$ cat config.mk
export PLATFORM = sky130hd
export DESIGN_NAME = hsv_to_rgb_convert_core
export DESIGN_NICKNAME = d
export VERILOG_FILES = /design/src/design/hsv2rgb_pkg.sv /design/src/design/hsv_to_rgb_convert_core.sv /design/src/design/hsv2rgb_prep.sv /design/src/design/hsv2rgb_scale.sv /design/src/design/hsv2rgb_route.sv
export SDC_FILE = /design/constraint.sdc
export NUM_CORES = 2
export LEC_CHECK = 0
export BUFFER_PORTS_ARGS = -buffer_cell sky130_fd_sc_hd__buf_2
export CAP_MARGIN = 20
export CORE_MARGIN = 5
export CORE_UTILIZATION = 32
export CTS_CLUSTER_DIAMETER = 120
export DETAILED_ROUTE_END_ITERATION = 12
export PLACE_DENSITY = 0.52
export SLEW_MARGIN = 40
export SYNTH_ARGS = -nofsm -noshare
export SYNTH_HDL_FRONTEND = slang
export SYNTH_SLANG_ARGS = --single-unit
$ cat constraint.sdc
create_clock -name clk -period 7.4 [get_ports clk]
set_clock_uncertainty 0.2 [all_clocks]
set_input_delay 0.74 -clock clk [delete_from_list [all_inputs] [get_ports clk]]
set_output_delay 0.74 -clock clk [all_outputs]
set_load 0.02 [all_outputs]
$ cat src/design/hsv2rgb_pkg.sv
`timescale 1ns / 1ps
// ----------------------------------------------------------------------------
// hsv2rgb_pkg
// Types and constants shared by the HSV to RGB conversion pipeline.
// ----------------------------------------------------------------------------
package hsv2rgb_pkg;

	localparam int NUM_STAGES = 6;

	// Input and result payloads
	typedef struct packed {
		logic [8:0] hue;
		logic [6:0] saturation;
		logic [6:0] brightness;
	} hsv_t;

	typedef struct packed {
		logic [7:0] red;
		logic [7:0] green;
		logic [7:0] blue;
	} rgb_t;

	// Per-stage load enables, bit 0 is stage 1
	typedef struct packed {
		logic [NUM_STAGES-1:0] en;
	} pipe_ctrl_t;

	// Hue sectors
	localparam logic [2:0] SEC_RY = 3'd0;
	localparam logic [2:0] SEC_YG = 3'd1;
	localparam logic [2:0] SEC_GC = 3'd2;
	localparam logic [2:0] SEC_CB = 3'd3;
	localparam logic [2:0] SEC_BM = 3'd4;
	localparam logic [2:0] SEC_MR = 3'd5;

	localparam logic [6:0]  PCT_MAX   = 7'd100;
	localparam logic [8:0]  HUE_LIMIT = 9'd360;
	localparam logic [5:0]  DEG_SPAN  = 6'd60;
	localparam logic [12:0] FRAC_BASE = 13'd6000;

	// floor(n*255/D) ~ (n*MUL) >> SH, low by at most one
	localparam logic [10:0] MUL_P = 11'd1671;
	localparam logic [8:0]  MUL_Q = 9'd445;
	localparam logic [9:0]  MUL_V = 10'd652;
	localparam int          SH_P  = 16;
	localparam int          SH_Q  = 20;
	localparam int          SH_V  = 8;

	localparam logic [27:0] DIV_P = 28'd10000;
	localparam logic [27:0] DIV_Q = 28'd600000;
	localparam logic [27:0] DIV_V = 28'd100;

	// Output of the front stages
	typedef struct packed {
		logic [2:0]  sector;
		logic        black;
		logic [6:0]  val;
		logic [6:0]  np;
		logic [12:0] nq;
		logic [12:0] nt;
	} prep_t;

	// One level: estimate plus the operands of its correction compare
	typedef struct packed {
		logic [7:0]  q0;
		logic [27:0] prod;
		logic [27:0] lim;
	} lane_t;

	typedef struct packed {
		logic [2:0] sector;
		logic       black;
		lane_t      p;
		lane_t      q;
		lane_t      t;
		lane_t      v;
	} scale_t;

endpackage

$ cat src/design/hsv_to_rgb_convert_core.sv
`timescale 1ns / 1ps
// ----------------------------------------------------------------------------
// hsv_to_rgb_convert_core
// HSV to RGB pixel converter, six-stage pipeline, one pixel per clock while rgb_ready is high.
// ----------------------------------------------------------------------------
// Usage:
//   hsv / hsv_valid / hsv_ready carry input requests (hue in degrees,
//   saturation and brightness in percent); rgb / rgb_valid / rgb_ready
//   carry results. A request moves on a clock edge with valid and ready high.
//   Throughput is one pixel per cycle while rgb_ready stays high, set by the
//   six register stages that each take a new pixel every clock unless
//   stalled (clamp and sector, fraction factors, numerator multiplies,
//   reciprocal estimate, correction operands, final routing).
//   Hue of 360 or more gives black; percentages above 100 clamp to 100.
//   Reset empties the pipeline; no state survives between pixels.
//   When the receiver stalls, the last stage holds its result and each stage
//   holds only once the one after it is full, so bubbles still fill and
//   hsv_ready drops only with all six stages occupied.
// ----------------------------------------------------------------------------
module hsv_to_rgb_convert_core (
	input  logic              clk,
	input  logic              arst_n,
	input  hsv2rgb_pkg::hsv_t hsv,
	input  logic              hsv_valid,
	output logic              hsv_ready,
	output hsv2rgb_pkg::rgb_t rgb,
	output logic              rgb_valid,
	input  logic              rgb_ready
);

	localparam int LAST = hsv2rgb_pkg::NUM_STAGES - 1;

	logic [LAST:0]           stage_valid_q;
	hsv2rgb_pkg::pipe_ctrl_t ctrl;
	hsv2rgb_pkg::prep_t      prep;
	hsv2rgb_pkg::scale_t     scale;

	// a stage loads when it is empty or the stage after it advances
	always_comb begin
		ctrl.en[LAST] = !stage_valid_q[LAST] || rgb_ready;
		for (int i = LAST - 1; i >= 0; i--) begin
			ctrl.en[i] = !stage_valid_q[i] || ctrl.en[i+1];
		end
	end

	always_ff @(posedge clk or negedge arst_n) begin
		if (!arst_n) begin
			stage_valid_q <= '0;
		end else begin
			if (ctrl.en[0]) begin
				stage_valid_q[0] <= hsv_valid;
			end
			for (int i = 1; i <= LAST; i++) begin
				if (ctrl.en[i]) begin
					stage_valid_q[i] <= stage_valid_q[i-1];
				end
			end
		end
	end

	assign hsv_ready = ctrl.en[0];
	assign rgb_valid = stage_valid_q[LAST];

	hsv2rgb_prep u_prep (
		.clk  (clk),
		.ctrl (ctrl),
		.hsv  (hsv),
		.prep (prep)
	);

	hsv2rgb_scale u_scale (
		.clk   (clk),
		.ctrl  (ctrl),
		.prep  (prep),
		.scale (scale)
	);

	hsv2rgb_route u_route (
		.clk   (clk),
		.ctrl  (ctrl),
		.scale (scale),
		.rgb   (rgb)
	);

	a_full_stall: assert property (@(posedge clk) disable iff (!arst_n)
		(&stage_valid_q && !rgb_ready) |-> !hsv_ready)
		else $error("input taken while pipeline full and stalled");

	a_bubble_ready: assert property (@(posedge clk) disable iff (!arst_n)
		(stage_valid_q != '1) |-> hsv_ready)
		else $error("input refused while pipeline has a bubble");

	a_out_source: assert property (@(posedge clk) disable iff (!arst_n)
		$rose(rgb_valid) |-> $past(stage_valid_q[LAST-1]))
		else $error("result appeared without an item in stage five");

	a_hold_result: assert property (@(posedge clk) disable iff (!arst_n)
		(rgb_valid && !rgb_ready) |=> (rgb_valid && $stable(rgb)))
		else $error("stalled result changed");

endmodule

$ cat src/design/hsv2rgb_prep.sv
`timescale 1ns / 1ps
// ----------------------------------------------------------------------------
// hsv2rgb_prep
// Stages 1 and 2: clamp, hue sector and remainder, fraction factors.
// ----------------------------------------------------------------------------
module hsv2rgb_prep (
	input  logic                    clk,
	input  hsv2rgb_pkg::pipe_ctrl_t ctrl,
	input  hsv2rgb_pkg::hsv_t       hsv,
	output hsv2rgb_pkg::prep_t      prep
);

	logic [6:0] sat_c;
	logic [6:0] val_c;
	logic [2:0] sec;
	logic [8:0] base;
	logic       black;
	logic [5:0] rem;

	logic [2:0] sector_s1;
	logic       black_s1;
	logic [5:0] rem_s1;
	logic [6:0] sat_s1;
	logic [6:0] val_s1;

	logic [12:0] rs;
	logic [12:0] trs;

	always_comb begin
		sat_c = (hsv.saturation > hsv2rgb_pkg::PCT_MAX) ? hsv2rgb_pkg::PCT_MAX
			: hsv.saturation;
		val_c = (hsv.brightness > hsv2rgb_pkg::PCT_MAX) ? hsv2rgb_pkg::PCT_MAX
			: hsv.brightness;
		black = (hsv.hue >= hsv2rgb_pkg::HUE_LIMIT);
		priority if (hsv.hue < 9'd60) begin
			sec  = hsv2rgb_pkg::SEC_RY;
			base = 9'd0;
		end else if (hsv.hue < 9'd120) begin
			sec  = hsv2rgb_pkg::SEC_YG;
			base = 9'd60;
		end else if (hsv.hue < 9'd180) begin
			sec  = hsv2rgb_pkg::SEC_GC;
			base = 9'd120;
		end else if (hsv.hue < 9'd240) begin
			sec  = hsv2rgb_pkg::SEC_CB;
			base = 9'd180;
		end else if (hsv.hue < 9'd300) begin
			sec  = hsv2rgb_pkg::SEC_BM;
			base = 9'd240;
		end else begin
			sec  = hsv2rgb_pkg::SEC_MR;
			base = 9'd300;
		end
		// out-of-range hue: keep the remainder sane, result is forced black later
		rem = black ? 6'd0 : 6'(hsv.hue - base);
	end

	always_ff @(posedge clk) begin
		if (ctrl.en[0]) begin
			sector_s1 <= sec;
			black_s1  <= black;
			rem_s1    <= rem;
			sat_s1    <= sat_c;
			val_s1    <= val_c;
		end
	end

	assign rs  = 13'(rem_s1) * 13'(sat_s1);
	assign trs = 13'(hsv2rgb_pkg::DEG_SPAN - rem_s1) * 13'(sat_s1);

	always_ff @(posedge clk) begin
		if (ctrl.en[1]) begin
			prep.sector <= sector_s1;
			prep.black  <= black_s1;
			prep.val    <= val_s1;
			prep.np     <= hsv2rgb_pkg::PCT_MAX - sat_s1;
			prep.nq     <= hsv2rgb_pkg::FRAC_BASE - rs;
			prep.nt     <= hsv2rgb_pkg::FRAC_BASE - trs;
		end
	end

endmodule

$ cat src/design/hsv2rgb_scale.sv
`timescale 1ns / 1ps
// ----------------------------------------------------------------------------
// hsv2rgb_scale
// Stages 3 to 5: level numerators, reciprocal estimate, correction operands.
// ----------------------------------------------------------------------------
module hsv2rgb_scale (
	input  logic                    clk,
	input  hsv2rgb_pkg::pipe_ctrl_t ctrl,
	input  hsv2rgb_pkg::prep_t      prep,
	output hsv2rgb_pkg::scale_t     scale
);

	logic [2:0]  sector_s3;
	logic        black_s3;
	logic [13:0] np_s3;
	logic [19:0] nq_s3;
	logic [19:0] nt_s3;
	logic [6:0]  nv_s3;

	logic [24:0] ep;
	logic [28:0] eq;
	logic [28:0] et;
	logic [16:0] ev;

	logic [2:0]  sector_s4;
	logic        black_s4;
	logic [13:0] np_s4;
	logic [19:0] nq_s4;
	logic [19:0] nt_s4;
	logic [6:0]  nv_s4;
	logic [7:0]  qp_s4;
	logic [7:0]  qq_s4;
	logic [7:0]  qt_s4;
	logic [7:0]  qv_s4;

	always_ff @(posedge clk) begin
		if (ctrl.en[2]) begin
			sector_s3 <= prep.sector;
			black_s3  <= prep.black;
			np_s3     <= 14'(prep.val) * 14'(prep.np);
			nq_s3     <= 20'(prep.val) * 20'(prep.nq);
			nt_s3     <= 20'(prep.val) * 20'(prep.nt);
			nv_s3     <= prep.val;
		end
	end

	assign ep = 25'(np_s3) * 25'(hsv2rgb_pkg::MUL_P);
	assign eq = 29'(nq_s3) * 29'(hsv2rgb_pkg::MUL_Q);
	assign et = 29'(nt_s3) * 29'(hsv2rgb_pkg::MUL_Q);
	assign ev = 17'(nv_s3) * 17'(hsv2rgb_pkg::MUL_V);

	always_ff @(posedge clk) begin
		if (ctrl.en[3]) begin
			sector_s4 <= sector_s3;
			black_s4  <= black_s3;
			np_s4     <= np_s3;
			nq_s4     <= nq_s3;
			nt_s4     <= nt_s3;
			nv_s4     <= nv_s3;
			qp_s4     <= ep[hsv2rgb_pkg::SH_P+7:hsv2rgb_pkg::SH_P];
			qq_s4     <= eq[hsv2rgb_pkg::SH_Q+7:hsv2rgb_pkg::SH_Q];
			qt_s4     <= et[hsv2rgb_pkg::SH_Q+7:hsv2rgb_pkg::SH_Q];
			qv_s4     <= ev[hsv2rgb_pkg::SH_V+7:hsv2rgb_pkg::SH_V];
		end
	end

	// prod = n*255; lim = (q0+1)*D; the estimate is one low when prod >= lim
	always_ff @(posedge clk) begin
		if (ctrl.en[4]) begin
			scale.sector <= sector_s4;
			scale.black  <= black_s4;
			scale.p.q0   <= qp_s4;
			scale.p.prod <= (28'(np_s4) << 8) - 28'(np_s4);
			scale.p.lim  <= 28'({1'b0, qp_s4} + 9'd1) * hsv2rgb_pkg::DIV_P;
			scale.q.q0   <= qq_s4;
			scale.q.prod <= (28'(nq_s4) << 8) - 28'(nq_s4);
			scale.q.lim  <= 28'({1'b0, qq_s4} + 9'd1) * hsv2rgb_pkg::DIV_Q;
			scale.t.q0   <= qt_s4;
			scale.t.prod <= (28'(nt_s4) << 8) - 28'(nt_s4);
			scale.t.lim  <= 28'({1'b0, qt_s4} + 9'd1) * hsv2rgb_pkg::DIV_Q;
			scale.v.q0   <= qv_s4;
			scale.v.prod <= (28'(nv_s4) << 8) - 28'(nv_s4);
			scale.v.lim  <= 28'({1'b0, qv_s4} + 9'd1) * hsv2rgb_pkg::DIV_V;
		end
	end

endmodule

$ cat src/design/hsv2rgb_route.sv
`timescale 1ns / 1ps
// ----------------------------------------------------------------------------
// hsv2rgb_route
// Stage 6: finish the levels and route them to the channels by sector.
// ----------------------------------------------------------------------------
module hsv2rgb_route (
	input  logic                    clk,
	input  hsv2rgb_pkg::pipe_ctrl_t ctrl,
	input  hsv2rgb_pkg::scale_t     scale,
	output hsv2rgb_pkg::rgb_t       rgb
);

	logic [7:0]        lp;
	logic [7:0]        lq;
	logic [7:0]        lt;
	logic [7:0]        lv;
	hsv2rgb_pkg::rgb_t pix;

	assign lp = scale.p.q0 + 8'(scale.p.prod >= scale.p.lim);
	assign lq = scale.q.q0 + 8'(scale.q.prod >= scale.q.lim);
	assign lt = scale.t.q0 + 8'(scale.t.prod >= scale.t.lim);
	assign lv = scale.v.q0 + 8'(scale.v.prod >= scale.v.lim);

	always_comb begin
		unique case (scale.sector)
			hsv2rgb_pkg::SEC_RY: pix = '{red: lv, green: lt, blue: lp};
			hsv2rgb_pkg::SEC_YG: pix = '{red: lq, green: lv, blue: lp};
			hsv2rgb_pkg::SEC_GC: pix = '{red: lp, green: lv, blue: lt};
			hsv2rgb_pkg::SEC_CB: pix = '{red: lp, green: lq, blue: lv};
			hsv2rgb_pkg::SEC_BM: pix = '{red: lt, green: lp, blue: lv};
			default:             pix = '{red: lv, green: lp, blue: lq};
		endcase
		if (scale.black) begin
			pix = '0;
		end
	end

	always_ff @(posedge clk) begin
		if (ctrl.en[5]) begin
			rgb <= pix;
		end
	end

endmodule
==> run_results.csv <==
group,metric,value,unit
cts,cts.sinks,465,
cts,htreeDepth,2,
synth,ys_warn_count,0,
floorplanning,die_x,394,um
floorplanning,core,0.147,mm^2
synth,synth-seq-cells,465,
worst_setup_path,reg2reg_to,"u_scale.scale[154]",
worst_setup_path,startpoint_type,"flop",
route,routed_wl,97900,um
worst_setup_path,arrival,6.21,ns
floorplanning,die_y,394,um
finish,syn2layout_area_growth,10.0,%
min_path,holdPathStages,1,
min_path,hold-path-endpoint,"u_prep.sat_s1[6]",
synth,synth_cells,4459,
synth,syn_area,0.0472,mm^2
worst_setup_path,cp.required,7.67,ns
finish,drive_above_1_share,4.80,%
cts,cts_tree,"yes",
route,routedWlPerCell,15.0,um
grt,grt_max_degree,83,
cts,clockRootBuffer,"clkbuf_16",
grt,antenna_found_initial,3,
min_path,hp-start,"hsv[13]",
synth,synthArstFlopShare,1.29,%
floorplanning,initial_core_util,32.1,%
floorplanning,io_pins,53,
route,first_iter_violations,1134,
min_path,holdCritPathClass,"in -> reg",
finish,nets,5752,
synth,ys.flop_type,"edfxtp_1",
route,via_count,29800,
finish,layout_common_cells,"inv_1, ha_1, fa_1, edfxtp_1, nand2_1",
placement,gp_congestion,0.845,
finish,final_common_cell,"inv_1",
sta,fmax,169,MHz
cts,cts_inserted_buffers,60,
placement,port_buffers,52,
route,wl_met1,49100,um
cts,worstSkewPairLatency,0.67,ns
route,dr_wl_met2,44100,um
floorplanning,die_area,0.155,mm^2
route,wl_met3,2680,um
synth,ys_seq_area_share,29.5,%
sta,period_share,80.2,%
sta,relSlewSlack,47.1,%
worst_setup_path,cp_max_fo,8,
finish,diodes,0,
route,viasPerCell,4.58,
floorplanning,num_rows,141,
cts,clk_pin_slew,0.07,ns
sta,tns,0,ns
worst_setup_path,reg2reg_depth,17,
placement,dp_hpwl,79000,um
cts,cts-resized-gates,0,
worst_setup_path,critPathCaptureType,"flop",
route,ant_nets,0,
sta,slew_viol_final,0,
grt,grt_pass1_vias,31500,
sta,worst-slew-pin-transition,0.793,ns
sta,hold_violations,0,
flow_run,maxCapViolCount,0,
grt,grt_pass1_wl,165000,um
worst_setup_path,path_class,"reg -> reg",
route,remaining_drc_errors,0,
synth,syn_nets,5681,
cts,cts_max_path_buffers,3,
worst_setup_path,ff2ff_setup_slack,1.47,ns
synth,synth_cell_types,88,
cts,hold_buffers,1,
route,dr.pass1.iters,5,
grt,gr-total-overflow,0,
sta,period_needed,5.93,ns
route,top_layer,"met5",
sta,rsz0062_at_grt,"no",
cts,post-cts-setup-buffers,0,
synth,synth_area_per_cell,10.6,um^2
synth,synth_edf_count,459,
worst_setup_path,regToRegStartpoint,"u_scale.qq_s4[0]",
sta,setup-violations-final,0,
grt,grt_use_total,12.8,%
status,status,"finished clean",
cell families after synthesis:
| logic type | share of synthesized area (%) |
|---|---|
| AO/OA/AOI/OAI | 7.68 |
| XOR/XNOR | 5.62 |
| adder cells (fa/ha/maj) | 39.0 |
| buffers and inverters | 7.99 |
| flip-flops | 29.5 |
| multiplexers | 0.395 |
| other | 0.00794 |
| AND/OR/NAND/NOR | 9.80 |
layer usage:
layer	up-vias	GRT usage (%)
met1	14500	18.4
met3	113	1.38
li1	14900	-
met2	313	20.9
met4	2	3.00
met5	-	0
registers in the layout, summed over array words and instances, names as in the netlist, 14 cells and up:
signal and count:
u_prep.prep 43, u_route.rgb 24, u_scale.np_s3 14, u_scale.np_s4 14, u_scale.nq_s3 19, u_scale.nq_s4 19, u_scale.nt_s3 20, u_scale.nt_s4 20
u_scale.scale 208
how the worst max path moves through the flow:
stage,startpoint,end,cells after the start,slack [ns]
after global routing,u_scale.qt_s4[0],u_scale.scale[90],21,1.01
after floorplan,rgb_ready,u_scale.scale[100],2,1.20
after CTS,u_scale.qq_s4[0],u_scale.scale[154],17,1.46
after detailed placement,u_scale.qq_s4[0],u_scale.scale[154],16,1.45
final,u_scale.qq_s4[0],u_scale.scale[154],17,1.47
after global placement,u_scale.qq_s4[0],u_scale.scale[154],16,1.58
per-stage QoR:
stage / hold slack (ns) / instances / util [%] / setup slack, ns / area [um^2]
3_3_place_gp: 0.207 / 6395 / 33.8 / 1.58 / 49800
3_5_place_dp: 0.215 / 6396 / 33.9 / 1.45 / 49800
6_report: 0.0809 / 6511 / 35.3 / 1.47 / 51900
2_1_floorplan: 0.200 / 4459 / - / 1.20 / 47200
5_1_grt: 0.0493 / 6511 / 35.3 / 1.01 / 51900
4_1_cts: 0.0147 / 6510 / 35.3 / 1.46 / 51900
critical path, cell delays in order (launching register included):
cell and delay, ns:
edfxtp_1 0.57, ha_1 0.25, nand3_1 0.12, nor2_1 0.26
xor2_1 0.48, fa_1 0.59, inv_1 0.12, fa_1 0.38
inv_1 0.09, fa_1 0.41, fa_1 0.49, ha_1 0.35
a21boi_1 0.17, o211ai_1 0.30, a211oi_1 0.20, o41ai_1 0.53
nand3_1 0.13, o311ai_0 0.12
synthesized netlist by cell type (57+ instances only):
| master | n | area [um^2] |
|---|---|---|
| a21o_1 | 69 | 518 |
| a21oi_1 | 162 | 811 |
| and2_1 | 196 | 1230 |
| clkbuf_1 | 57 | 214 |
| edfxtp_1 | 459 | 13800 |
| fa_1 | 460 | 9210 |
| ha_1 | 735 | 9200 |
| inv_1 | 942 | 3540 |
| nand2_1 | 253 | 950 |
| nand3_1 | 60 | 300 |
| nor2_1 | 188 | 706 |
| o21ai_0 | 77 | 385 |
| xnor2_1 | 206 | 1800 |
| xor2_1 | 97 | 850 |
layout make-up:
type                       instances  area, um^2
clock buffer                      74        1560
clock inverter                    39         536
fill                           14800       95200
inverter                         942        3540
multi-input combinational       2990       29500
sequential                       465       13900
tap                             1930        2410
timing repair buffer              71         420
Power is left out: the tool's default activity adds up to more than one toggle a clock period on the data nets, which glitch-free logic cannot reach.
